### src/hdl/script_image_loader_and_fetch_top_assert.svh
// Assertion macros used by the loader's back part.
`ifndef SCRIPT_IMAGE_LOADER_AND_FETCH_TOP_ASSERT_SVH
`define SCRIPT_IMAGE_LOADER_AND_FETCH_TOP_ASSERT_SVH

// Implication checked at every clock edge outside reset.
`define SILF_ASSERT_IMP(lbl, clk, rst, ante, cons, msg) \
  lbl: assert property (@(posedge clk) disable iff (rst) (ante) |-> (cons)) else $error(msg);

// Next-cycle implication checked outside reset.
`define SILF_ASSERT_NXT(lbl, clk, rst, ante, cons, msg) \
  lbl: assert property (@(posedge clk) disable iff (rst) (ante) |=> (cons)) else $error(msg);

`endif

### src/hdl/silf_pkg.sv
// ----------------------------------------------------------------------------
// silf_pkg
// Types and constants shared by the script image loader modules.
// ----------------------------------------------------------------------------
package silf_pkg;

  localparam int unsigned StoreDepth = 512;
  localparam int unsigned SlotW = $clog2(StoreDepth);
  localparam int unsigned CountW = $clog2(StoreDepth + 1);
  localparam int unsigned SlotOutW = 9;
  localparam int unsigned QueueDepth = 4;
  localparam int unsigned QueueW = $clog2(QueueDepth);

  localparam logic [5:0] PreambleEnd = 6'd32;
  localparam logic [5:0] CountFirst = 6'd24;
  localparam logic [3:0] FrameLast = 4'd15;

  typedef enum logic [2:0] {
    RK_HEADER = 3'd0,
    RK_STORED = 3'd1,
    RK_HIT    = 3'd2,
    RK_MISS   = 3'd3,
    RK_DROP   = 3'd4
  } result_kind_t;

  typedef struct packed {
    logic       kind;
    logic [7:0] data_byte;
  } in_item_t;

  typedef struct packed {
    logic [2:0]  result_kind;
    logic [63:0] entry_key;
    logic [63:0] entry_value;
    logic [31:0] record_address;
    logic [15:0] operation_code;
    logic [31:0] operand_a;
    logic [31:0] operand_b;
    logic [15:0] debug_tag;
    logic [8:0]  slot;
    logic [31:0] fetch_counter;
  } out_item_t;

  // Command from the front part to the back part.
  typedef enum logic [1:0] {
    CMD_EMIT  = 2'd0,
    CMD_STORE = 2'd1,
    CMD_FETCH = 2'd2
  } cmd_op_t;

  typedef struct packed {
    cmd_op_t     op;
    out_item_t   item;
  } cmd_t;

  typedef enum logic [1:0] {
    BK_IDLE = 2'd0,
    BK_SCAN = 2'd1,
    BK_WAIT = 2'd2,
    BK_OUT  = 2'd3
  } back_state_t;

endpackage

### src/hdl/silf_queue.sv
// ----------------------------------------------------------------------------
// silf_queue
// Short first-in first-out queue of commands between front and back.
// ----------------------------------------------------------------------------
module silf_queue (
  input  logic           clk,
  input  logic           rst,
  input  logic           wr,
  input  silf_pkg::cmd_t wr_data,
  output logic           full,
  input  logic           rd,
  output logic           empty,
  output silf_pkg::cmd_t rd_data
);

  silf_pkg::cmd_t entries [silf_pkg::QueueDepth];
  logic [silf_pkg::QueueW-1:0] wp, rp;
  logic [silf_pkg::QueueW:0]   count;

  assign full = count == (silf_pkg::QueueW+1)'(silf_pkg::QueueDepth);
  assign empty = count == '0;
  assign rd_data = entries[rp];

  always_ff @(posedge clk) begin
    if (wr) begin
      entries[wp] <= wr_data;
    end
  end

  always_ff @(posedge clk) begin
    if (rst) begin
      wp <= '0;
      rp <= '0;
      count <= '0;
    end else begin
      if (wr) begin
        wp <= wp + 1'b1;
      end
      if (rd) begin
        rp <= rp + 1'b1;
      end
      count <= count + (silf_pkg::QueueW+1)'(wr) - (silf_pkg::QueueW+1)'(rd);
    end
  end

endmodule

### config.mk
export PLATFORM = sky130hd
export DESIGN_NAME = silf_queue
export DESIGN_NICKNAME = d
export VERILOG_FILES = /design/src/hdl/script_image_loader_and_fetch_top_assert.svh /design/src/hdl/silf_pkg.sv /design/src/hdl/silf_queue.sv
export SDC_FILE = /design/constraint.sdc
export NUM_CORES = 1
export LEC_CHECK = 0
export BUFFER_PORTS_ARGS = -buffer_cell sky130_fd_sc_hd__buf_4
export CELL_PAD_IN_SITES_DETAIL_PLACEMENT = 0
export CELL_PAD_IN_SITES_GLOBAL_PLACEMENT = 1
export CORE_MARGIN = 4
export CORE_UTILIZATION = 46
export DETAILED_ROUTE_END_ITERATION = 10
export HOLD_SLACK_MARGIN = 0.05
export PLACE_DENSITY_LB_ADDON = 0.1
export SYNTH_ARGS = -nofsm -noshare
export SYNTH_HDL_FRONTEND = slang
export SYNTH_SLANG_ARGS = --single-unit
### constraint.sdc
create_clock -name clk -period 9.13 [get_ports clk]
set_input_delay 1.826 -clock clk [delete_from_list [all_inputs] [get_ports clk]]
set_output_delay 1.826 -clock clk [all_outputs]
set_load 0.1 [all_outputs]
Word-level counts from Yosys, hierarchy flattened
Memories as Yosys holds them, arrays and structs flattened. A register that Yosys moved wholly into a read port is not among the register bits.
Cells that the tools add are included.

storage, ports and cells
  bits in writable memories = 1208
  output and inout bits = 304
  logic and storage cells = 14
  memories kept = 1
  bits of input ports = 306
  bits in registers = 7

cells by class
  add/sub/neg operators = 4
  eq/ne operators = 1
  reductions and logical operators = 1
  multiplexer cells = 4

memory list
  memory   depth  width  read ports  clocked after memory_dff  wr ports  RTL line          source
  entries  4      302    1           1                         1         silf_queue.sv:16  silf_pkg::cmd_t entries [silf_pkg::QueueDepth];

operator list
  cell                   count
  $add A2 B1 Y2 const B  2
  $mux W2                2
  $add A3 B1 Y3          1
  $eq A3 B3 Y1 const B   1
  $logic_not A3 Y1       1
  $sub A3 B1 Y3          1
  $mux W1                2

Longest topological paths before layout
Gate-level depths: netlist of run 1.

  depth after elaboration = 3
  depth in mapped cells = 7
  gate-level depth less buffers = 7

Least setup slack after synthesis of run 1
OpenSTA, ideal clock, no wires.

  path kind = input to register
  start = input port wr
  end = memory entries[0][0] (netlist name), enable pin
  buffers on the path = 0
  stages = 1
  library setup time = 0.701 ns
  arrival = 8.637 ns
  slack = -0.208 ns
  data required time = 8.429 ns
  cells stage by stage = and2_1

between the ends
  cells in the longest elaborated chain, start to end = 2

RTL lines
  what                           RTL line          source
  start: declaration             silf_queue.sv:8   input logic wr,
  $mux W1                        silf_queue.sv:25  if (wr) begin
  $mux W1 (not written as such)  silf_queue.sv:26  entries[wp] <= wr_data;
  end: declaration               silf_queue.sv:16

No other way between the ends.

==> run metrics, run 1 <==
Max clock buf depth 3; Top FF cell, synth edfxtp_1; CP Data Arrival Time approximately 3.6 ns; library cells used by synthesis 22; Slew headroom 0.275; Post-DRT Antenna Nets 0; Area Growth Syn to Fin 22.0%; Post-CTS Setup Bufs 0; post-synth top area share 0.818; YS warnings 0; Worst Hold Class flip-flop to flip-flop; top routing layer in use met5; first-pass GRT wire length ~140,000 um; Avg WL per Cell 26.6 um; setup_tns 0 ns; Mapped Area between 40,000 and 50,000 um2; M1 wire length ~37,000 um; Worst-Skew Late Latency between 0.7 and 0.8 ns; number of hold-repair buffers added at the cts stage 0; crit path kind flip-flop to output pin; R2R Path End entries[1][241]; Seq/Total Area, Yosys 0.822; Post-synth ARST share 0; Max-cap violations 0; vias 19.8k; mean post-synth cell area about 27 um2; Initial Utilization 0.465; layout cells sized above 1 0.459; Crit Reg-Reg Startpoint wp[0]; FF-to-FF setup slack around 6.6 ns; DR iter-0 viols between 1k and 1.5k; leakage dissipation roughly 18 nW; Fill cells about 7.1k; largest net degree at the start of global routing 144; Vias/cell 5.36; status finished clean; total gr overflow 0; vias in the first global route about 21k; NumNets Final ~2.6k; Syn Nets between 1.5k and 2k; Area after DPL roughly 50,000 um2; P per Cell Area 262 nW/um2; fin crit share 0.596; CTS root buf clkbuf_16; Syn Inst Count ~1.6k; gpl congestion roughly 0.74; die area between 100,000 and 150,000 um2; worst hold start rp[1]; WL final roughly 100,000 um; Synth area leaders edfxtp_1 (82%), mux4_2 (15%), buf_12 (1.4%); CTS Sinks roughly 1.2k; cell taking the most area after synthesis edfxtp_1; worst-path fanout max 74; io pins between 600 and 700; CTS tree built; measured slew at the worst slew-check pin around 1.1 ns; final instance area between 50,000 and 60,000 um2; DIE HEIGHT 318 um; Remaining DRCs 0; reg2reg path depth 3; Max Clk Rate 184 MHz; DR pass1 iterations 5; Post-synth EDFFs around 1.2k; met3 wire length just over 7000 um; H-tree Lvls 4; final hold violation count 0; Port Buffers around 610; cts repair resizes 0; CP startpoint kind flip-flop; width of the die 318 um; VDD IR max approximately 0.00016 V; Num CTS Buffers between 100 and 150; WP data required 7.30 ns; GR Util All Layers 0.194; DPL Wire Length 59,500 um; Core ar. approximately 95,000 um2; FP Rows between 100 and 150; met2 wire len 52,300 um; clock skew roughly 0.020 ns; Seq cells post-synth about 1.2k; final worst path period need roughly 5.4 ns; Reg clk slew, reported paths around 0.06 ns; setup violators final 0; depth of the worst hold-timing path 2; final slew viol count 0; antenna violations before repair 20; RSZ-0062 raised after global routing no; crit end category output pin
cell usage in the layout (no fill, tap or decap), types with 2 or more instances in the layout:
cell type and n:
diode_2 13, clkinv_8 5, clkinv_1 34, clkbuf_16 134, nor2b_1 2, mux4_2 302, clkbuf_1 29, buf_4 613
buf_12 12, bufinv_16 8, edfxtp_1 1208, dfxtp_4 2, and2_4 4, xnor2_1 2, clkinv_2 19, clkinvlp_4 2
dfxtp_1 7, ha_1 6, inv_6 6, inv_1 6, nor2_1 5
stage by stage:
step / worst slack [ns] / utilization / total power, mW / instances / hold WS (ns)
2_1_floorplan: 3.18 / - / 8.73 / 1620 / 0.492
3_3_place_gp: 4.21 / 0.524 / 9.33 / 3442 / 0.500
3_5_place_dp: 4.21 / 0.524 / 9.36 / 3442 / 0.517
4_1_cts: 3.40 / 0.567 / 14.4 / 3679 / 0.522
5_1_grt: 3.28 / 0.567 / 14.7 / 3686 / 0.589
6_report: 3.69 / 0.567 / 14.2 / 3692 / 0.527
worst max-delay path: stages (launching register included):
cell     delay, ns
dfxtp_4       0.91
buf_12        0.48
buf_12        0.53
mux4_2        0.61
buf_4         0.25
metal layers:
layer	global-route usage	vias to the layer above
met5	0	-
met1	0.237	10600
li1	-	8480
met3	0.0602	141
met2	0.333	592
met4	0.0591	14
sequential cells by signal, indices dropped and copies added, names as in the netlist, named ones only:
signal / cells
wp: 2
rp: 2
entries: 1208
count: 3
cells in the mapped netlist, types with 2 or more instances:
cell,number
ha_1,6
buf_12,31
xnor2_1,2
nor2_1,5
and2_1,4
buf_4,2
mux4_2,302
inv_1,6
dfxtp_1,9
clkbuf_1,4
edfxtp_1,1208
buf_2,30
nor2b_1,2
worst max-delay path by stage:
stage / slack, ns / cells past startpoint / to
2_1_floorplan: 3.18 / 1 / entries[1][0]
3_3_place_gp: 4.21 / 4 / rd_data[108]
3_5_place_dp: 4.21 / 4 / rd_data[108]
4_1_cts: 3.40 / 4 / rd_data[32]
5_1_grt: 3.28 / 4 / rd_data[80]
6_report: 3.69 / 4 / rd_data[80]
layout make-up:
type	instances	area, um2	area share
sequential	1217	36500	0.674
timing repair buffer	625	4840	0.0896
clock buffer	163	3460	0.0640
multi-input combinational	329	7050	0.130
clock inverter	74	612	0.0113
inverter	6	22.5	0.000417
antenna	13	32.5	0.000602
tap	1265	1580	0.0293
kinds of logic (layout without fill, tap and decap cells):
logic type | after synthesis | count (layout) | synth area share
AOI/OAI and AO/OA | 2 | 2 | 0.000339
xor gates and xnor gates | 3 | 3 | 0.000931
adders and majority gates | 7 | 7 | 0.00215
buffers and inverters | 74 | 868 | 0.0188
DFF | 1217 | 1217 | 0.822
muxes | 303 | 303 | 0.154
other | 0 | 13 | 0
and+or+nand+nor | 14 | 14 | 0.00169
where the power goes:
part	leakage, nW	switching, mW	internal, mW
Sequential	11.2	0.0710	6.43
Clock	1.99	2.07	2.92
Combinational	4.84	2.05	0.652
Total	18.0	4.18	10.0
Note: power is estimated with default switching activity, not from simulation.
==> inputs of run 2 (changes only) <==
==> constraint.sdc (replaced) <==
create_clock -name clk -period 4.55 [get_ports clk]
set_input_delay 0.91 -clock clk [delete_from_list [all_inputs] [get_ports clk]]
set_output_delay 0.91 -clock clk [all_outputs]
set_load 0.1 [all_outputs]
==> run metrics, run 2 (synthesis gave the netlist of run 1 again) <==
Max Clk Rate 272 MHz; crit end category output pin; Min Hold Slack 0.408 ns (-0.118 ns); antenna violations before repair 15 (-25%); Worst Hold Class primary input to flip-flop; DR iter-0 viols 1,402 (+0.43%); FP Rows 113 (unchanged); fin crit share 0.809; Slew headroom 0.348 (+0.0733); Max-cap violations 0 (unchanged); WL final 98,500 um (+0.26%); CTS Sinks 1,217 (unchanged); layout cells sized above 1 0.468 (+0.00893); final worst path period need approximately 3.7 ns; worst-path fanout max 30 (-59%); largest net degree at the start of global routing 67 (-53%); vias 19.9k (+0.60%); commonest cells after routing, fill and taps aside edfxtp_1 (1,208), buf_4 (648), mux4_2 (302); DIE HEIGHT 318 um (unchanged); io pins 610 (unchanged); cts repair resizes 0 (unchanged); Crit Reg-Reg Startpoint wp[0]; vias in the first global route 21.3k (+0.28%); final hold violation count 0 (unchanged); final slew viol count 0 (unchanged); GR Util All Layers 0.194 (about the same); leakage dissipation 18.1 nW (+0.79%); Biggest register entries; CTS root buf clkbuf_16; CTS tree built; Post-CTS Setup Bufs 0 (unchanged); DPL Wire Length 64,900 um (+9.0%); VDD IR max 0.000363 V (+120%); most common cell after layout, fill and taps aside edfxtp_1; CP Data Arrival Time 2.77 ns (-0.85 ns); width of the die 318 um (unchanged); worst hold start wr_data[175]; clock skew 0.0144 ns (-0.00554 ns); P per Cell Area 514 nW/um2 (+96%); Max clock buf depth 3 (unchanged); crit path kind flip-flop to output pin; DR pass1 iterations 5 (unchanged); number of hold-repair buffers added at the cts stage 0 (unchanged); Port Buffers 609 (unchanged); total gr overflow 0 (unchanged); setup_tns 0 ns (unchanged); CP startpoint kind flip-flop; Post-DRT Antenna Nets 0 (unchanged); Num CTS Buffers 120 (-8.4%); die area 101,000 um2 (unchanged); H-tree Lvls 3 (-1); Area Growth Syn to Fin 22.4%; Vias/cell 5.34 (-0.29%); gpl congestion 0.733 (-1.5%); Core ar. 95,300 um2 (unchanged); Regs by FF count entries (1208), count (3); first-pass GRT wire length 145,000 um (+0.50%); status finished clean; Initial Utilization 0.465 (unchanged); RSZ-0062 raised after global routing no; NumNets Final 2,659 (+1.4%); measured slew at the worst slew-check pin 0.978 ns (-0.110 ns); Remaining DRCs 0 (unchanged); Worst-Skew Late Latency 0.70 ns (-0.02 ns); setup violators final 0 (unchanged); Reg clk slew, reported paths 0.06 ns (about the same); Largest register FFs 1,208 (unchanged); WP data required 3.64 ns (-3.66 ns); Avg WL per Cell 26.5 um (-0.63%)
==> run 2: cell types whose count changed in the layout (fill, tap and decap cells not counted) <==
cell / delta
clkbuf_1: -5
buf_12: +12
clkinv_8: -4
clkinv_1: +1
clkbuf_16: -12
inv_16: +2
clkinv_2: +6
inv_6: -4
clkinv_4: +2
buf_4: +35
==> run 2: final timing paths <==
check	to	slack [ns]	depth (start not counted)
worst max-delay path	rd_data[197]	0.87	4
worst min-delay path	entries[3][175]	0.41	1
worst max register to register	entries[2][212]	2.29	4
worst min register to register	rp[1]	0.53	2
==> run 2: per-layer routing <==
layer | vias up | wire length, um | global-route usage | part of all wire
met5 | - | 37 | 0 | 0.00038
met4 | 6 | 2010 | 0.0494 | 0.020
met3 | 126 | 7430 | 0.0627 | 0.075
met2 | 570 | 52400 | 0.339 | 0.53
met1 | 10600 | 36700 | 0.235 | 0.37
li1 | 8555 | - | - | -
==> run 2: cell type report <==
type,instances,area (um2)
Clock inverter,77,603
Timing Repair Buffer,672,5350
Multi-Input combinational cell,329,7050
Sequential cell,1217,36500
Clock buffer,146,3140
Antenna cell,13,32.5
Fill cell,7111,41100
Tap cell,1265,1580
Inverter,6,22.5
==> run 2: power by group <==
group | switching, mW | internal, mW | total [mW]
combinational | 4.15 | 1.36 | 5.51
clock | 4.00 | 5.35 | 9.35
sequential | 0.123 | 12.9 | 13.0
==> run 2: stage by stage <==
step	area, um2	power (mW)	util	cells	setup slack [ns]
5_1_grt	54200	28.9	0.569	3715	0.659
4_1_cts	54200	28.2	0.569	3712	0.723
6_report	54200	27.9	0.569	3725	0.869
3_3_place_gp	50500	18.8	0.530	3489	1.51
3_5_place_dp	50500	18.8	0.530	3489	1.50
2_1_floorplan	44300	17.5	-	1620	1.10
==> run 2: critical path: stages (launching register included) <==
cell and delay, ns:
dfxtp_4 0.58, buf_12 0.31, buf_12 0.30, mux4_2 0.57, buf_4 0.25
==> inputs of run 3 (changes only) <==
--- a/config.mk
+++ b/config.mk
@@ -9,7 +9,7 @@
 export CELL_PAD_IN_SITES_DETAIL_PLACEMENT = 0
 export CELL_PAD_IN_SITES_GLOBAL_PLACEMENT = 1
 export CORE_MARGIN = 4
-export CORE_UTILIZATION = 46
+export CORE_UTILIZATION = 51
 export DETAILED_ROUTE_END_ITERATION = 10
 export HOLD_SLACK_MARGIN = 0.05
 export PLACE_DENSITY_LB_ADDON = 0.1
==> constraint.sdc (replaced) <==
create_clock -name clk -period 3.65 [get_ports clk]
set_input_delay 0.73 -clock clk [delete_from_list [all_inputs] [get_ports clk]]
set_output_delay 0.73 -clock clk [all_outputs]
set_load 0.1 [all_outputs]
==> run metrics, run 3 (synthesis gave the netlist of run 1 again) <==
VDD IR max 0.000470 V (+30%); M2 GR Usage 0.355 (+0.0163); leakage dissipation 18.1 nW (about the same); Worst-Skew Late Latency 0.68 ns (-0.02 ns); Critical Path End rd_data[35]; Worst path max stage delay 0.72 ns (+0.14 ns); met1 usage 0.257 (+0.0222); WL final 96,700 um (-1.8%); register area 36,500 um2 (unchanged); Initial Utilization 0.517 (+0.0522); Placement Setup Slack 0.848 ns (-0.655 ns); R2R Path End entries[2][7]; io pins 610 (unchanged); FP Rows 107 (-5.3%); worst-path fanout max 43 (+43%); CTS Sinks 1,217 (unchanged); largest net degree at the start of global routing 80 (+19%); antenna violations before repair 29 (+14); GR Util All Layers 0.211 (+0.0170); Max Clk Rate 294 MHz; Slew headroom 0.597 (+0.248); Vias/cell 5.48 (+2.7%); Post-DRT Antenna Nets 0 (unchanged); Core ar. 85,700 um2 (-10%); Biggest register entries; commonest cells after routing, fill and taps aside edfxtp_1 (1,208), buf_4 (632), mux4_2 (302); layout cells sized above 1 0.464 (-0.00360); Remaining DRCs 0 (unchanged); cts repair resizes 0 (unchanged); final instance area 54,200 um2 (-0.14%); setup violators final 0 (unchanged); Avg WL per Cell 26.9 um (+1.6%); WP data required 2.92 ns (-0.72 ns); Port Buffers 609 (unchanged); setup_tns 0 ns (unchanged); CTS root buf clkbuf_16; first-pass GRT wire length 140,000 um (-3.1%); FF-to-FF setup slack 1.59 ns (-0.70 ns); ordered list of cells on the worst path buf_12 -> mux4_2 -> buf_4; crit end category output pin; crit path kind flip-flop to output pin; final hold violation count 0 (unchanged); clock skew 0.0207 ns (+0.00626 ns); routing usage on met3 0.0769 (+0.0142); fin crit share 0.933; Largest register FFs 1,208 (unchanged); most common cell after layout, fill and taps aside edfxtp_1; DPL Wire Length 62,400 um (-3.8%); DIE HEIGHT 303 um (-4.9%); Area after DPL 50,200 um2 (-0.46%); vias 19.7k (-0.75%); Max clock buf depth 3 (unchanged); Regs by FF count entries (1208), count (3); total gr overflow 0 (unchanged); final slew viol count 0 (unchanged); Fill cells 5,843 (-18%); Max-cap violations 0 (unchanged); vias in the first global route 21.0k (-1.4%); measured slew at the worst slew-check pin 0.605 ns (-0.373 ns); Crit Reg-Reg Startpoint wp[0]; gr busiest metal met2; width of the die 303 um (-4.9%); Util after Layout 0.632 (+0.0630); setup slack after layout 0.245 ns (-0.624 ns); CP Data Arrival Time 2.67 ns (-0.10 ns); NumNets Final 2,646 (-0.49%); gpl congestion 0.758 (+3.4%); CTS tree built; RSZ-0062 raised after global routing no; Num CTS Buffers 121 (+0.83%); final worst path period need about 3.4 ns; H-tree Lvls 3 (unchanged); Min Hold Slack 0.248 ns (-0.160 ns); CP startpoint kind flip-flop; Post-CTS Setup Bufs 0 (unchanged); Worst Hold Class primary input to flip-flop; Area Growth Syn to Fin 22.2%; Reg clk slew, reported paths 0.06 ns (about the same); status finished clean; reg2reg path depth 4 (unchanged); DR pass1 iterations 5 (unchanged); die area 91,700 um2 (-9.6%); DR iter-0 viols 1,237 (-12%); number of hold-repair buffers added at the cts stage 0 (unchanged); footprint of the multi-input gates 7050 um2 (unchanged); CP max stage cell dfxtp_4; P per Cell Area 648 nW/um2 (+26%)
run 3: cell count changes in the layout (fill, tap and decap cells not counted), sizes merged, moves of 2 or more:
cell | before | now
buf | 672 | 658
bufinv | 8 | 11
clkbuf | 146 | 161
clkinv | 63 | 49
clkinvlp | 2 | 4
diode | 13 | 19
run 3: power breakdown:
| part | total, mW | internal [mW] | switching (mW) |
|---|---|---|---|
| sequential | 16.2 | 16.1 | 0.151 |
| clock | 12.0 | 7.07 | 4.92 |
| combinational | 6.86 | 1.69 | 5.17 |
| total | 35.1 | 24.8 | 10.2 |
run 3: worst min path at each step:
stage	start	to	slack [ns]	cells past startpoint
2_1_floorplan	rp[1]	flip-flop	0.49	2
3_3_place_gp	rp[1]	flip-flop	0.50	2
3_5_place_dp	rp[0]	flip-flop	0.51	2
4_1_cts	wr_data[199]	entries[1][199]	0.19	1
5_1_grt	wr_data[152]	entries[3][152]	0.21	1
6_report	wr_data[156]	entries[3][156]	0.25	1
run 3: area by class of cell:
| class | instances | area share |
|---|---|---|
| antenna | 19 | 0.000878 |
| clock buffer | 161 | 0.0608 |
| clock inverter | 67 | 0.0110 |
| inverter | 6 | 0.000416 |
| sequential | 1217 | 0.673 |
| tap | 1144 | 0.0264 |
| multi-input combinational | 329 | 0.130 |
| timing repair buffer | 658 | 0.0972 |
run 3: routing by layer:
layer,vias to the layer above,share of wire
met2,615,0.52
li1,8528,-
met3,143,0.089
met5,-,0.0013
met1,10400,0.36
met4,20,0.023
run 3: worst max-delay path: cells and delay by family (launching register included):
| kind | cells | cell delay (ns) |
|---|---|---|
| flip-flops | 1 | 0.72 |
| multiplexers | 1 | 0.56 |
| buffers and inverters | 2 | 0.66 |
run 3: stage by stage:
| step | instances | total power, mW |
|---|---|---|
| 2_1_floorplan | 1620 | 21.8 |
| 3_3_place_gp | 3354 | 23.4 |
| 4_1_cts | 3582 | 35.5 |
| 5_1_grt | 3591 | 36.3 |
| 3_5_place_dp | 3354 | 23.5 |
| 6_report | 3601 | 35.1 |
