$ cat src/hdl/script_image_loader_and_fetch_top_assert.svh
// Assertion macros used by the loader's back part.
`ifndef SCRIPT_IMAGE_LOADER_AND_FETCH_TOP_ASSERT_SVH
`define SCRIPT_IMAGE_LOADER_AND_FETCH_TOP_ASSERT_SVH

// Implication checked at every clock edge outside reset.
`define SILF_ASSERT_IMP(lbl, clk, rst, ante, cons, msg) \
  lbl: assert property (@(posedge clk) disable iff (rst) (ante) |-> (cons)) else $error(msg);

// Next-cycle implication checked outside reset.
`define SILF_ASSERT_NXT(lbl, clk, rst, ante, cons, msg) \
  lbl: assert property (@(posedge clk) disable iff (rst) (ante) |=> (cons)) else $error(msg);

`endif

$ cat src/hdl/silf_pkg.sv
// ----------------------------------------------------------------------------
// silf_pkg
// Types and constants shared by the script image loader modules.
// ----------------------------------------------------------------------------
package silf_pkg;

  localparam int unsigned StoreDepth = 512;
  localparam int unsigned SlotW = $clog2(StoreDepth);
  localparam int unsigned CountW = $clog2(StoreDepth + 1);
  localparam int unsigned SlotOutW = 9;
  localparam int unsigned QueueDepth = 4;
  localparam int unsigned QueueW = $clog2(QueueDepth);

  localparam logic [5:0] PreambleEnd = 6'd32;
  localparam logic [5:0] CountFirst = 6'd24;
  localparam logic [3:0] FrameLast = 4'd15;

  typedef enum logic [2:0] {
    RK_HEADER = 3'd0,
    RK_STORED = 3'd1,
    RK_HIT    = 3'd2,
    RK_MISS   = 3'd3,
    RK_DROP   = 3'd4
  } result_kind_t;

  typedef struct packed {
    logic       kind;
    logic [7:0] data_byte;
  } in_item_t;

  typedef struct packed {
    logic [2:0]  result_kind;
    logic [63:0] entry_key;
    logic [63:0] entry_value;
    logic [31:0] record_address;
    logic [15:0] operation_code;
    logic [31:0] operand_a;
    logic [31:0] operand_b;
    logic [15:0] debug_tag;
    logic [8:0]  slot;
    logic [31:0] fetch_counter;
  } out_item_t;

  // Command from the front part to the back part.
  typedef enum logic [1:0] {
    CMD_EMIT  = 2'd0,
    CMD_STORE = 2'd1,
    CMD_FETCH = 2'd2
  } cmd_op_t;

  typedef struct packed {
    cmd_op_t     op;
    out_item_t   item;
  } cmd_t;

  typedef enum logic [1:0] {
    BK_IDLE = 2'd0,
    BK_SCAN = 2'd1,
    BK_WAIT = 2'd2,
    BK_OUT  = 2'd3
  } back_state_t;

endpackage

$ cat src/hdl/silf_front.sv
// ----------------------------------------------------------------------------
// silf_front
// Parses image bytes and turns items into commands for the back part.
// ----------------------------------------------------------------------------
module silf_front (
  input  logic               clk,
  input  logic               rst,
  input  logic               push,
  output logic               full,
  input  silf_pkg::in_item_t in_item,
  output logic               cmd_valid,
  output silf_pkg::cmd_t     cmd,
  input  logic               cmd_full
);

  logic [5:0]  byte_position;
  logic [63:0] entry_total;
  logic [63:0] entry_number;
  logic [3:0]  entry_byte_pos;
  logic [63:0] entry_w0, entry_w1;
  logic [3:0]  record_byte_pos;
  logic [63:0] rec_w0, rec_w1;
  logic [31:0] fetch_pc;
  logic        take;
  logic        in_pre, in_hdr;
  logic [63:0] w1_new;

  assign full = cmd_full;
  assign take = push && !cmd_full;
  assign in_pre = byte_position < silf_pkg::PreambleEnd;
  assign in_hdr = entry_number < entry_total;
  assign w1_new = {rec_w1[55:0], in_item.data_byte};

  always_ff @(posedge clk) begin
    if (rst) begin
      byte_position <= '0;
      entry_total <= '0;
      entry_number <= '0;
      entry_byte_pos <= '0;
      entry_w0 <= '0;
      entry_w1 <= '0;
      record_byte_pos <= '0;
      rec_w0 <= '0;
      rec_w1 <= '0;
      fetch_pc <= '0;
    end else if (take) begin
      if (in_item.kind) begin
        fetch_pc <= fetch_pc + 32'd1;
      end else if (in_pre) begin
        if (byte_position >= silf_pkg::CountFirst) begin
          entry_total <= {entry_total[55:0], in_item.data_byte};
        end
        byte_position <= byte_position + 6'd1;
      end else if (in_hdr) begin
        if (!entry_byte_pos[3]) begin
          entry_w0 <= {entry_w0[55:0], in_item.data_byte};
        end else begin
          entry_w1 <= {entry_w1[55:0], in_item.data_byte};
        end
        entry_byte_pos <= entry_byte_pos + 4'd1;
        if (entry_byte_pos == silf_pkg::FrameLast) begin
          entry_number <= entry_number + 64'd1;
        end
      end else begin
        if (!record_byte_pos[3]) begin
          rec_w0 <= {rec_w0[55:0], in_item.data_byte};
        end else begin
          rec_w1 <= w1_new;
        end
        record_byte_pos <= record_byte_pos + 4'd1;
      end
    end
  end

  always_comb begin
    cmd = '0;
    cmd_valid = 1'b0;
    if (take) begin
      if (in_item.kind) begin
        cmd_valid = 1'b1;
        cmd.op = silf_pkg::CMD_FETCH;
        cmd.item.fetch_counter = fetch_pc;
      end else if (!in_pre && in_hdr) begin
        if (entry_byte_pos == silf_pkg::FrameLast) begin
          cmd_valid = 1'b1;
          cmd.op = silf_pkg::CMD_EMIT;
          cmd.item.result_kind = silf_pkg::RK_HEADER;
          cmd.item.entry_key = entry_w0;
          cmd.item.entry_value = {entry_w1[55:0], in_item.data_byte};
        end
      end else if (!in_pre && record_byte_pos == silf_pkg::FrameLast) begin
        cmd_valid = 1'b1;
        cmd.op = silf_pkg::CMD_STORE;
        cmd.item.record_address = rec_w0[63:32];
        cmd.item.operation_code = rec_w0[31:16];
        cmd.item.operand_a = {rec_w0[15:0], w1_new[63:48]};
        cmd.item.operand_b = w1_new[47:16];
        cmd.item.debug_tag = w1_new[15:0];
      end
    end
  end

endmodule

$ cat config.mk
export PLATFORM = sky130hd
export DESIGN_NAME = silf_front
export DESIGN_NICKNAME = d
export VERILOG_FILES = /design/src/hdl/script_image_loader_and_fetch_top_assert.svh /design/src/hdl/silf_pkg.sv /design/src/hdl/silf_front.sv
export SDC_FILE = /design/constraint.sdc
export NUM_CORES = 1
export LEC_CHECK = 0
export ABC_CLOCK_PERIOD_IN_PS = 5000
export BUFFER_PORTS_ARGS = -buffer_cell sky130_fd_sc_hd__buf_2
export CAP_MARGIN = 20
export CORE_UTILIZATION = 45
export CTS_CLUSTER_SIZE = 30
export DETAILED_ROUTE_END_ITERATION = 12
export GPL_TIMING_DRIVEN = 0
export HOLD_SLACK_MARGIN = 0.02
export PLACE_DENSITY = 0.74
export SKIP_CTS_REPAIR_TIMING = 1
export SYNTH_ARGS = -nofsm -noshare
export SYNTH_HDL_FRONTEND = slang
export SYNTH_SLANG_ARGS = --single-unit
export TNS_END_PERCENT = 30
$ cat constraint.sdc
create_clock -name clk -period 5 [get_ports clk]
set_input_delay 0.25 -clock clk [delete_from_list [all_inputs] [get_ports clk]]
set_output_delay 0.25 -clock clk [all_outputs]
set_load 0.02 [all_outputs]
# --- Yosys cells after proc, flatten, opt, wreduce, memory -nomap -nowiden ---
# Index checks and enable logic that the tools add are counted.
classes:
  n_addsub: 5
  order_cmp: 3
  eq_ne: 2
  n_mux: 16
  bitwise: 5
  n_reduce_logical: 15
ops:
  columns: ["op", "n"]
  rows:
  - ["128-bit 2-to-1 mux", 3]
  - ["261-bit 2-to-1 mux", 1]
  - ["259-bit 2-to-1 mux", 1]
  - ["131-bit 2-to-1 mux", 1]
  - ["64-bit by 1-bit adder with 64-bit output (second input constant)", 1]
  - ["64-bit less-than comparator", 1]
  - ["32-bit 2-to-1 mux", 2]
  - ["32-bit by 1-bit adder with 32-bit output (second input constant)", 1]
  - ["5-bit AND reduction", 5]
  - ["4-bit AND reduction", 3]
  - ["4-bit by 1-bit adder with 4-bit output (second input constant)", 2]
  - ["4-bit == test (second input constant)", 2]
  - ["6-bit by 1-bit adder with 6-bit output (second input constant)", 1]
  - ["6-bit by 5-bit >= comparator with 1-bit output (second input constant)", 1]
  - ["6-bit less-than comparator (second input constant)", 1]
  - ["1-bit 2-to-1 mux", 6]
  - ["1-bit NOT", 5]
  - ["2-bit 2-to-1 mux", 2]
  - ["1-bit logical AND", 3]
  - ["3-bit AND reduction", 1]
  - ["1-bit zero test", 2]
  - ["2-bit AND reduction", 1]
word_totals:
  ff_bits: 414
  inputBits: 13
  out_inout_bits: 304
  word_cells: 56

# --- Logic depth before layout (Yosys ltp) ---
# Gate-level depths: netlist (run 1).
logic_depth:
  ltp_word: 7
  depth_mapped: 13
  ltp_nobuf: 10

# --- Least setup slack after synthesis (run 1) ---
# No wires, ideal clock.
synth_path:
  kind: "flip-flop to output port"
  startpoint: "register entry_total[38]"
  endpoint: "output port cmd[150] in the netlist's numbering"
  t_arrival_ns: 3.233
  required_ns: 4.750
  setup_slack_ns: 1.517
  stages_incl_launch_ff: 12
  path_buffers: 3
  cell_sequence: "dfxtp_1 > inv_1 > ha_1 > nand4_1 > or4_1 > a2111oi_0 > clkbuf_1 > nor2_1 > nor3_1 > clkbuf_1 > clkbuf_1 > and2_1"
synth_rtl:
  columns: ["item", "line", "rtl"]
  rows:
  - ["start, declared", "silf_front.sv:17", "logic [63:0] entry_total;"]
  - ["start signal, assigned", "silf_front.sv:51", "entry_total <= {entry_total[55:0], in_item.data_byte};"]
  - ["end, declared", "silf_front.sv:12", "output silf_pkg::cmd_t cmd,"]

# --- Worst setup path in the final report (run 1) ---
layout_path:
  startpoint: "register entry_number[6]"
  endpoint: "output port cmd_valid"
layout_via:
  elab_chain_len: 5
layout_lines:
  columns: ["item", "line", "rtl"]
  rows:
  - ["start, declared", "silf_front.sv:18", "logic [63:0] entry_number;"]
  - ["start signal, assigned", "silf_front.sv:62", "entry_number <= entry_number + 64'd1;"]
  - ["64-bit less-than comparator", "silf_front.sv:31", "assign in_hdr = entry_number < entry_total;"]
  - ["1-bit logical AND", "silf_front.sv:83", "end else if (!in_pre && in_hdr) begin"]
  - ["1-bit 2-to-1 mux", "silf_front.sv:83", null]
  - ["1-bit 2-to-1 mux", "silf_front.sv:79", "if (in_item.kind) begin"]
  - ["1-bit 2-to-1 mux", "silf_front.sv:78", "if (take) begin"]
  - ["end, declared", "silf_front.sv:11", "output logic cmd_valid,"]
# No other way between the ends.

==> impl_metrics.csv, run 1 <==
group,metric,value,unit
worst_hold_path,worst_hold_startpoint,"in_item[0]",
finish,number_of_antenna_repair_diodes,0,
sta,slew-limit-headroom,40.8,%
synthesis,postSynthCellCount,2231,
sta,timing.fmax,206,MHz
finish,final_layout_size_suffix_gt1_share,17.0,%
synthesis,synth_top_cells_by_count,"sky130_fd_sc_hd__dfxtp_1, sky130_fd_sc_hd__nor2_1, sky130_fd_sc_hd__and2_1",
cts,tritoncts_num_sinks,414,
cts,cts_inserted_buffers,43,
sta,rsz_0062_raised_after_global_routing,"yes",
worst_setup_path,cp_cell_sequence,"ha_1 -> and3_1 -> a221oi_1 -> o21ai_2 -> a2111oi_2 -> a2111oi_0 -> dlymetal6s2s_1 -> clkbuf_2 -> nor2_1 -> clkbuf_1 -> nor2_1 -> o311a_1 -> buf_2",
worst_setup_path,critPathCaptureType,"primary output",
synthesis,synth_seq_cells,414,
detailed_routing,routed_wl,53300,um
finish,nNetsFinal,2672,
sta,post-route-min-period,4860,ps
worst_hold_path,min_delay_worst_endpoint,"entry_total[0]",
synthesis,number_of_flops_mapped_to_enable_cells_by_yosys,0,
run_status,run_status,"finished clean",
floorplanning,ioPinCount,317,
cts,clock_tree.root_cell,"sky130_fd_sc_hd__clkbuf_16",
global_route,grt_first_pass_wirelength,84200,um
detailed_routing,drt_pass1_iterations,5,
synthesis,ys_async_sr_fraction,0,%
cts,htreeDepth,2,
sta,worst_hold_slack,50.6,ps
finish,num-fill-cells,3768,
floorplanning,floorplan.die.height,209,um
place,gp_routability_congestion,0.893,
worst_setup_path,cell_occurring_most_often_along_the_worst_timing_path,"sky130_fd_sc_hd__nor2_1",
worst_setup_path,worst-endpoint-arrival,4610,ps
detailed_routing,drc,0,
floorplanning,initial_utilization,45.9,%
detailed_routing,vias,16748,
sta,clock-skew-final,39.5,ps
place,port-buffer-count,304,
finish,stdcell_count,3162,
cts,cts_tree,"done",
detailed_routing,drt.antenna.violating_nets,0,
synthesis,syn_area_per_cell,8.66,um2
place,hpwl_dp,40000,um
detailed_routing,drt_first_iter_violations,915,
worst_hold_path,hold_class,"input port to flip-flop",
detailed_routing,post_drt_via_cell_ratio,5.30,
detailed_routing,wl_per_cell,16.9,um
place,placed_cells,3085,
worst_setup_path,worst_ep_required,4750,ps
global_route,vias_in_the_first_global_route,16084,
synthesis,synth.largest_area_cell,"sky130_fd_sc_hd__dfxtp_1",
worst_setup_path,path_class,"flip-flop to primary output",
worst_setup_path,slowest_delay,470,ps
floorplanning,coreArea,42100,um2
synthesis,ys_seq_area_share,42.9,%
worst_setup_path,slowest_stage,"sky130_fd_sc_hd__dfxtp_1",
synthesis,synth_ff_type,"sky130_fd_sc_hd__dfxtp_1",
global_route,globalRoute.totalOverflow,0,
sta,finalHoldViolCount,0,
global_route,antenna_found_initial,1,
synthesis,yosys-top-cells-area,"sky130_fd_sc_hd__dfxtp_1, sky130_fd_sc_hd__mux2i_1, sky130_fd_sc_hd__and2_1",
worst_setup_path,cp-start-kind,"flip-flop",
worst_setup_path,r2r-end,"rec_w1[33]",
sta,final-max-slew-violation-count,0,
worst_setup_path,regToRegSetupSlack,1010,ps
synthesis,synth.yosys.warnings,0,
cts,insertion_delay,580,ps
floorplanning,die_w,209,um
worst_setup_path,worstPathMaxFanout,10,
run,max_cap_violations,0,
worst_hold_path,hold_path_depth,3,
worst_setup_path,rr_worst_depth,13,
synthesis,synth_top_area_share,42.9,%
sta,final_min_period_over_clock_period,97.2,%
sta,setup_viol,0,
synthesis,post-synth-top-count-cell,"sky130_fd_sc_hd__dfxtp_1",
cts,maximum_number_of_buffers_from_clock_root_to_sink,3,
pwr,p_leak,10.3,nW
pwr,irDropWorstVdd,0.249,mV
pwr,powerDensity,290,nW/um2
worst_setup_path,r2r_start,"entry_total[38]",
cts,cts.clk_slew.worst_paths,70,ps
finish,area_growth,19.3,%
global_route,grt_util_all_layers,23.7,%
sta,worst-slew-pin-transition,888,ps
synthesis,synth.distinct_cells,63,
floorplanning,fp.dieArea,43800,um2
floorplanning,std_cell_rows,75,
synthesis,post_synth_design_cell_area,19300,um2
global_route,grt_start_max_net_pins,15,
[registers in the layout, summed over array words and instances, names as in the netlist]
register	flops
entry_number	64
entry_byte_pos	4
entry_w0	64
entry_w1	56
fetch_pc	32
entry_total	64
rec_w0	64
record_byte_pos	4
rec_w1	56
byte_position	6
[stage by stage]
step	power, mW	setup TNS, ps	setup slack (ps)	utilization (%)	instance area (um2)
global placement	3.50	-34580	-491	51.2	21600
global route	6.87	-38.8	-33.5	54.7	23100
finish	6.69	0	139	54.7	23100
floorplan	3.45	0	1520	-	19400
detailed placement	3.50	-52810	-624	51.2	21600
CTS	6.73	-163600	-1240	54.6	23000
[metal layers]
metal / vias to the layer above / share of wire (%) / global-route usage, %
met5: - / 0 / 0
met4: 0 / 2.3 / 7.58
met3: 77 / 5.9 / 4.43
met2: 469 / 48 / 40.8
met1: 8031 / 44 / 29.8
li1: 8171 / - / -
[cell usage in the layout (no fill, tap or decap), types with 3 or more instances in the layout]
cell type	netlist	layout
sky130_fd_sc_hd__nand2_1	186	186
sky130_fd_sc_hd__buf_2	20	324
sky130_fd_sc_hd__or4b_2	3	3
sky130_fd_sc_hd__clkinv_2	0	10
sky130_fd_sc_hd__a21oi_1	135	135
sky130_fd_sc_hd__clkbuf_8	0	10
sky130_fd_sc_hd__nor4_1	9	9
sky130_fd_sc_hd__nor3_1	13	12
sky130_fd_sc_hd__xnor2_1	20	20
sky130_fd_sc_hd__buf_1	9	9
sky130_fd_sc_hd__nor2b_1	5	5
sky130_fd_sc_hd__o21ai_0	42	41
sky130_fd_sc_hd__and2_1	298	298
sky130_fd_sc_hd__a211oi_1	5	5
sky130_fd_sc_hd__nand4_1	48	48
sky130_fd_sc_hd__clkbuf_16	0	44
sky130_fd_sc_hd__inv_1	79	79
sky130_fd_sc_hd__clkbuf_1	103	99
sky130_fd_sc_hd__mux2_2	5	5
sky130_fd_sc_hd__dfxtp_1	414	414
sky130_fd_sc_hd__o41ai_1	3	3
sky130_fd_sc_hd__o31ai_1	8	8
sky130_fd_sc_hd__or3_1	33	33
sky130_fd_sc_hd__ha_1	68	68
sky130_fd_sc_hd__nand3_1	37	37
sky130_fd_sc_hd__bufinv_16	0	3
sky130_fd_sc_hd__a21o_1	5	5
sky130_fd_sc_hd__or2_2	3	3
sky130_fd_sc_hd__conb_1	1	12
sky130_fd_sc_hd__and3_1	18	18
sky130_fd_sc_hd__clkbuf_2	0	6
sky130_fd_sc_hd__mux2i_1	242	242
sky130_fd_sc_hd__nor2_1	317	317
sky130_fd_sc_hd__or4_1	11	11
sky130_fd_sc_hd__xor2_1	28	28
sky130_fd_sc_hd__and4_1	7	7
sky130_fd_sc_hd__buf_4	13	13
[kinds of logic after synthesis]
family                   share of synthesized area, %
other                                          0.0194
buffers and inverters                            4.85
XOR/XNOR                                         2.17
flip-flops                                       42.9
AND/OR/NAND/NOR                                  26.2
AO/OA/AOI/OAI                                    6.63
adder cells (fa/ha/maj)                          4.40
multiplexers                                     12.8
[worst max path at each step]
| stage | from | to | slack [ps] | depth (start not counted) |
|---|---|---|---|---|
| 2_1_floorplan | entry_total[38] | cmd[150] | 1520 | 11 |
| 3_3_place_gp | entry_total[6] | cmd[152] | -490 | 14 |
| 3_5_place_dp | entry_total[5] | cmd[152] | -620 | 14 |
| 4_1_cts | entry_total[5] | cmd[152] | -1240 | 14 |
| 5_1_grt | entry_total[5] | cmd_valid | -30 | 14 |
| 6_report | entry_number[6] | cmd_valid | 140 | 13 |
[report_power, final]
group | switching, mW | total, mW | internal, mW
Combinational | 0.103 | 0.128 | 0.0245
Sequential | 0.00133 | 3.30 | 3.30
Clock | 1.34 | 3.26 | 1.92
Total | 1.44 | 6.69 | 5.24
[worst max-delay path: cells and delay by family (launching register included)]
family	cells	cell delay (ps)
DFF	1	470
and+or+nand+nor	3	640
AOI/OAI and AO/OA	5	1540
adders and majority gates	1	300
buffers and inverters	4	1090
[final cells by class]
type | count | area [um2] | area share (%)
inverters | 79 | 297 | 1.29
flip-flops and latches | 414 | 8290 | 35.9
multi-input cells | 1602 | 10200 | 44.1
clock buffers | 59 | 1260 | 5.45
clock inverters | 18 | 189 | 0.819
plain buffers | 145 | 644 | 2.79
well taps | 539 | 674 | 2.92
repair buffers | 306 | 1540 | 6.68
(Power assumes the default switching activity.)
==> inputs of run 2 (changes only) <==
Settings changed: ABC_AREA from default to 1.
==> run 2 against run 1 <==
Net effect: via count is 23% higher; highest routed layer unchanged; register-to-register slack better by 1000 ps; clock power is 6% higher; synthesized cell count is 42% higher; area after synthesis is 6.8% higher; largest cell class unchanged; clock skew is 21 ps lower; sequential power hardly changed; hold slack better by 5.9 ps; sequential cell count stayed put; final area is 6.2% higher.
==> impl_metrics.csv, run 2 <==
group,metric,value,unit
worst_setup_path,slowest_stage,"sky130_fd_sc_hd__nor2_1",
cts,htreeDepth,2,
global_route,grt_first_pass_wirelength,93700,um
finish,area_growth,18.6,%
synthesis,dominant_combinational_cell_family_by_area_after_synthesis,"simple AND/OR/NAND/NOR gates",
finish,final_layout_size_suffix_gt1_share,13.8,%
worst_setup_path,rr_worst_depth,13,
place,hpwl_dp,44500,um
synthesis,synth.yosys.warnings,0,
synthesis,synth_ff_type,"sky130_fd_sc_hd__dfxtp_1",
synthesis,yosys-top-cells-area,"sky130_fd_sc_hd__dfxtp_1, sky130_fd_sc_hd__nor2_1, sky130_fd_sc_hd__nand2_1",
synthesis,post-synth-top-count-cell,"sky130_fd_sc_hd__nor2_1",
worst_setup_path,worstPathMaxFanout,10,
cts,cts_inserted_buffers,46,
detailed_routing,drc,0,
cts,maximum_number_of_buffers_from_clock_root_to_sink,3,
worst_setup_path,worst-endpoint-arrival,4030,ps
run_status,run_status,"finished clean",
place,cell_area_after_placement,23000,um2
sta,clock-skew-final,18.6,ps
synthesis,ys_seq_area_share,40.1,%
worst_setup_path,cp-start-kind,"flip-flop",
worst_setup_path,regToRegSetupSlack,2010,ps
synthesis,synth.area.mux_share,0,%
sta,post-route-worst-setup-slack,722,ps
pwr,irDropWorstVdd,0.204,mV
worst_setup_path,path_class,"flip-flop to primary output",
finish,design_area,24500,um2
pwr,powerDensity,282,nW/um2
run,max_cap_violations,0,
finish,leading_cell_type_in_the_layout_fill_and_taps_excluded,"sky130_fd_sc_hd__nor2_1",
floorplanning,std_cell_rows,78,
sta,worst-slew-pin-transition,890,ps
synthesis,synth.distinct_cells,39,
worst_setup_path,cell_occurring_most_often_along_the_worst_timing_path,"sky130_fd_sc_hd__nor2_1",
synthesis,number_of_flops_mapped_to_enable_cells_by_yosys,0,
synthesis,synth_seq_cells,414,
synthesis,synth-adder-area-share,4.12,%
synthesis,synth_simple_gate_area_share,32.4,%
global_route,grt_start_max_net_pins,14,
cts,cts_tree,"done",
floorplanning,floorplan.die.height,216,um
global_route,antenna_found_initial,0,
worst_hold_path,hold_class,"input port to flip-flop",
synthesis,ys_async_sr_fraction,0,%
worst_setup_path,slowest_delay,430,ps
synthesis,synth-xor-area-share,0.636,%
worst_setup_path,path_depth,15,
finish,nNetsFinal,3609,
sta,final-max-slew-violation-count,0,
place,gp_routability_congestion,0.891,
floorplanning,initial_utilization,45.6,%
detailed_routing,drt_pass1_iterations,6,
detailed_routing,drt.antenna.violating_nets,0,
worst_setup_path,critical-path-top-delay-family,"simple AND/OR/NAND/NOR gates",
detailed_routing,post_drt_via_cell_ratio,4.96,
global_route,grt_util_all_layers,24.5,%
cts,cts.clk_slew.worst_paths,60,ps
sta,finalHoldViolCount,0,
floorplanning,coreArea,45300,um2
synthesis,synth.largest_area_cell,"sky130_fd_sc_hd__dfxtp_1",
pwr,totalPowerFinal,6.89,mW
worst_setup_path,cp_cell_sequence,"inv_1 -> ha_1 -> nand4_1 -> nor2_1 -> nand3_1 -> nor3_1 -> nand2_2 -> nand2_4 -> nand3_1 -> nor2_1 -> inv_2 -> buf_4 -> buf_6 -> nor2_1 -> buf_2",
floorplanning,die_w,216,um
synthesis,post_synth_design_cell_area,20600,um2
pwr,p_leak,11.0,nW
place,port-buffer-count,303,
finish,number_of_antenna_repair_diodes,0,
worst_setup_path,cp.buffers_inverters,5,
sta,slew-limit-headroom,40.7,%
cts,insertion_delay,580,ps
global_route,globalRoute.totalOverflow,0,
floorplanning,fp.dieArea,46700,um2
synthesis,syn_area_per_cell,6.52,um2
sta,fin_setup_tns,0,ps
sta,post-route-min-period,4280,ps
synthesis,postSynthCellCount,3166,
place,pre_cts_slack,1500,ps
sta,rsz_0062_raised_after_global_routing,"no",
global_route,vias_in_the_first_global_route,18704,
worst_hold_path,hold_path_depth,3,
cts,tritoncts_num_sinks,414,
detailed_routing,vias,20655,
cts,clock_tree.root_cell,"sky130_fd_sc_hd__clkbuf_16",
synthesis,synth_compound_gate_area_share,9.63,%
floorplanning,ioPinCount,317,
finish,num-fill-cells,4550,
sta,final_min_period_over_clock_period,85.6,%
finish,final_cell_mix,"sky130_fd_sc_hd__nor2_1, sky130_fd_sc_hd__nand2_1, sky130_fd_sc_hd__inv_1, sky130_fd_sc_hd__dfxtp_1, sky130_fd_sc_hd__buf_2",
worst_setup_path,critPathCaptureType,"primary output",
detailed_routing,wl_per_cell,14.2,um
detailed_routing,drt_first_iter_violations,1505,
worst_setup_path,worst_ep_required,4750,ps
sta,setup_viol,0,
sta,timing.fmax,234,MHz
synthesis,synth_top_area_share,40.1,%
detailed_routing,routed_wl,59300,um
synthesis,synth_top_cells_by_count,"sky130_fd_sc_hd__nor2_1, sky130_fd_sc_hd__nand2_1, sky130_fd_sc_hd__inv_1",
==> run 2: cell families (layout without fill, tap and decap cells) <==
group,Yosys count,count (layout)
fa+ha+maj,68,68
buf+inv,652,1036
flops,414,414
compound gates,394,394
simple gates,1622,1622
xor+xnor,15,15
other cells,1,12
==> run 2: worst paths after layout <==
path                                      start            to
worst max-delay path            entry_total[47]      cmd[105]
worst min-delay path                 in_item[3]     rec_w0[3]
worst max register to register  entry_total[47]  entry_w0[34]
worst min register to register     entry_w0[57]  entry_w0[57]
==> run 2: power breakdown <==
| part | internal [mW] | leakage (nW) | switching, mW |
|---|---|---|---|
| registers | 3.30 | 3.33 | 0.00134 |
| clock network | 2.07 | 0.765 | 1.38 |
| logic | 0.0300 | 6.86 | 0.113 |
==> run 2: final cells by class <==
cell class                 count  area [um2]  share of cell area (%)
buffer                       173         902                    3.68
clock buffer                  67        1380                    5.65
clock inverter                14         149                   0.608
inverter                     479        1800                    7.34
multi-input combinational   2111        9700                    39.6
sequential                   414        8290                    33.8
tap                          600         751                    3.07
timing repair buffer         303        1520                    6.19
==> run 2: routing by layer <==
| metal | global-route usage (%) | share of wire (%) |
|---|---|---|
| met1 | 32.0 | 44 |
| met2 | 41.0 | 46 |
| met3 | 3.73 | 6.8 |
| met4 | 8.66 | 2.9 |
| met5 | 0 | 0 |
==> run 2: worst register-to-register path, stage by stage, from the launching register on <==
cell and delay [ps]:
sky130_fd_sc_hd__dfxtp_1 330, sky130_fd_sc_hd__inv_1 80, sky130_fd_sc_hd__ha_1 330, sky130_fd_sc_hd__nand4_1 140, sky130_fd_sc_hd__nor2_1 190, sky130_fd_sc_hd__nand3_1 130, sky130_fd_sc_hd__nor3_1 420, sky130_fd_sc_hd__nand2_2 160
sky130_fd_sc_hd__nand2_4 140, sky130_fd_sc_hd__inv_2 120, sky130_fd_sc_hd__nand3_2 220, sky130_fd_sc_hd__clkbuf_1 380, sky130_fd_sc_hd__nand2_1 90, sky130_fd_sc_hd__a21oi_1 190
==> run 2: metrics by stage <==
| stage | cells | util (%) | hold WS, ps |
|---|---|---|---|
| after floorplan | 3177 | - | 385 |
| final | 4161 | 54.1 | 56.6 |
| after global placement | 4080 | 50.7 | 455 |
| after global routing | 4161 | 54.1 | 43.7 |
| after CTS | 4161 | 54.1 | 20.7 |
| after detailed placement | 4080 | 50.7 | 456 |
==> inputs of run 3 (changes only) <==
Settings changed: CAP_MARGIN 20 to 40, GPL_TIMING_DRIVEN 0 to default, MAX_ROUTING_LAYER from default to met4.
==> run 3 against run 2 <==
Net effect: first-iteration DRC count decreased by 5.3%; fmax is 1.8% lower; clock power increased by 4%; final area fell by 2.1%; largest cell class unchanged.
==> impl_metrics.csv, run 3 (synthesized netlist as in run 2, its figures left out) <==
group,metric,value,unit
pwr,totalPowerFinal,7.01,mW
global_route,vias_in_the_first_global_route,17502,
sta,setup_viol,0,
worst_setup_path,worstPathMaxFanout,91,
finish,leading_cell_type_in_the_layout_fill_and_taps_excluded,"sky130_fd_sc_hd__nor2_1",
place,placed_cells,3931,
cts,insertion_delay,590,ps
sta,worst_hold_slack,35.1,ps
finish,final_cell_mix,"sky130_fd_sc_hd__nor2_1, sky130_fd_sc_hd__nand2_1, sky130_fd_sc_hd__inv_1, sky130_fd_sc_hd__dfxtp_1, sky130_fd_sc_hd__buf_2",
pwr,powerDensity,293,nW/um2
place,gp_routability_congestion,0.887,
worst_setup_path,path_class,"flip-flop to primary output",
detailed_routing,drt.antenna.violating_nets,0,
pwr,irDropWorstVdd,0.205,mV
finish,nNetsFinal,3459,
cts,clock_tree.root_cell,"sky130_fd_sc_hd__clkbuf_16",
sta,finalHoldViolCount,0,
global_route,antenna_found_initial,0,
floorplanning,ioPinCount,317,
floorplanning,coreArea,45300,um2
global_route,busiest_layer,"met2",
place,hpwl_dp,37200,um
global_route,grt_util_met3,4.13,%
global_route,globalRoute.totalOverflow,0,
detailed_routing,vias,19826,
sta,post-route-worst-setup-slack,644,ps
worst_setup_path,worst-endpoint-arrival,4110,ps
cts,maximum_number_of_buffers_from_clock_root_to_sink,3,
sta,slew-limit-headroom,41.0,%
pwr,p_leak,10.7,nW
floorplanning,floorplan.die.height,216,um
finish,num-fill-cells,4522,
detailed_routing,drt_pass1_iterations,5,
sta,worst-slew-pin-transition,886,ps
global_route,grt.met1_usage,30.1,%
floorplanning,initial_utilization,45.6,%
global_route,grt_use_met2,36.3,%
finish,final_layout_size_suffix_gt1_share,13.0,%
global_route,grt_start_max_net_pins,133,
run_status,run_status,"finished clean",
finish,multi_input_comb_area,9740,um2
sta,final_min_period_over_clock_period,87.1,%
worst_hold_path,hold_class,"input port to flip-flop",
detailed_routing,wl_per_cell,13.5,um
sta,clock-skew-final,29.1,ps
worst_setup_path,regToRegSetupSlack,1580,ps
sta,timing.fmax,230,MHz
global_route,grt_util_all_layers,23.0,%
sta,fin_setup_tns,0,ps
global_route,grt_first_pass_wirelength,87100,um
detailed_routing,drc,0,
worst_setup_path,worst_ep_required,4750,ps
place,pre_cts_slack,1280,ps
detailed_routing,routed_wl,54000,um
floorplanning,fp.dieArea,46700,um2
cts,cts_inserted_buffers,45,
cts,htreeDepth,2,
sta,post-route-min-period,4360,ps
worst_setup_path,critPathCaptureType,"primary output",
finish,stdcell_count,4012,
finish,area_growth,16.1,%
worst_setup_path,cp-start-kind,"flip-flop",
sta,rsz_0062_raised_after_global_routing,"no",
place,port-buffer-count,304,
cts,cts.clk_slew.worst_paths,60,ps
run,max_cap_violations,0,
sta,final-max-slew-violation-count,0,
floorplanning,die_w,216,um
cts,cts_tree,"done",
finish,number_of_antenna_repair_diodes,0,
detailed_routing,drt_first_iter_violations,1425,
cts,tritoncts_num_sinks,414,
finish,layout.area.seq,8290,um2
detailed_routing,post_drt_via_cell_ratio,4.94,
floorplanning,std_cell_rows,78,
-- run 3: final timing paths --
kind | startpoint | endpoint | depth (start not counted)
max | entry_number[57] | cmd[131] | 13
min | in_item[2] | rec_w1[2] | 3
max reg2reg | entry_number[57] | entry_w0[52] | 13
min reg2reg | entry_w1[54] | entry_w1[54] | 2
-- run 3: cell type report --
class	instances	share of cell area, %
clock buffer	67	5.63
multi-input combinational	2111	40.6
tap	600	3.13
timing repair buffer	327	7.43
clock inverter	14	1.04
inverter	479	7.53
sequential	414	34.6
-- run 3: report_power, final --
group / internal, mW / leakage, nW / total, mW / switching, mW
Sequential: 3.30 / 3.33 / 3.30 / 0.00131
Clock: 2.18 / 0.789 / 3.59 / 1.41
Combinational: 0.0196 / 6.58 / 0.117 / 0.0971
-- run 3: per-stage QoR --
step	area (um2)	utilization (%)
finish	24000	52.9
global route	24000	52.9
CTS	24000	52.9
detailed placement	22400	49.4
global placement	22300	49.2
floorplan	20700	-
-- run 3: critical path, cell delays in order, from the launching register on --
cell and delay, ps:
sky130_fd_sc_hd__dfxtp_1 460, sky130_fd_sc_hd__ha_1 300, sky130_fd_sc_hd__a21oi_1 150, sky130_fd_sc_hd__o21ai_1 70, sky130_fd_sc_hd__a21oi_1 140, sky130_fd_sc_hd__nand2_1 90
sky130_fd_sc_hd__a21oi_2 490, sky130_fd_sc_hd__nand2_4 190, sky130_fd_sc_hd__nand3_1 150, sky130_fd_sc_hd__nor2_1 110, sky130_fd_sc_hd__inv_4 600, sky130_fd_sc_hd__buf_4 470
sky130_fd_sc_hd__nor2_1 80, sky130_fd_sc_hd__buf_2 170
-- run 3: layer usage --
layer / vias to the layer above / share of wire (%)
met5: - / 0
met1: 8930 / 45
met2: 600 / 46
li1: 10200 / -
met4: 0 / 2.4
met3: 96 / 6.9
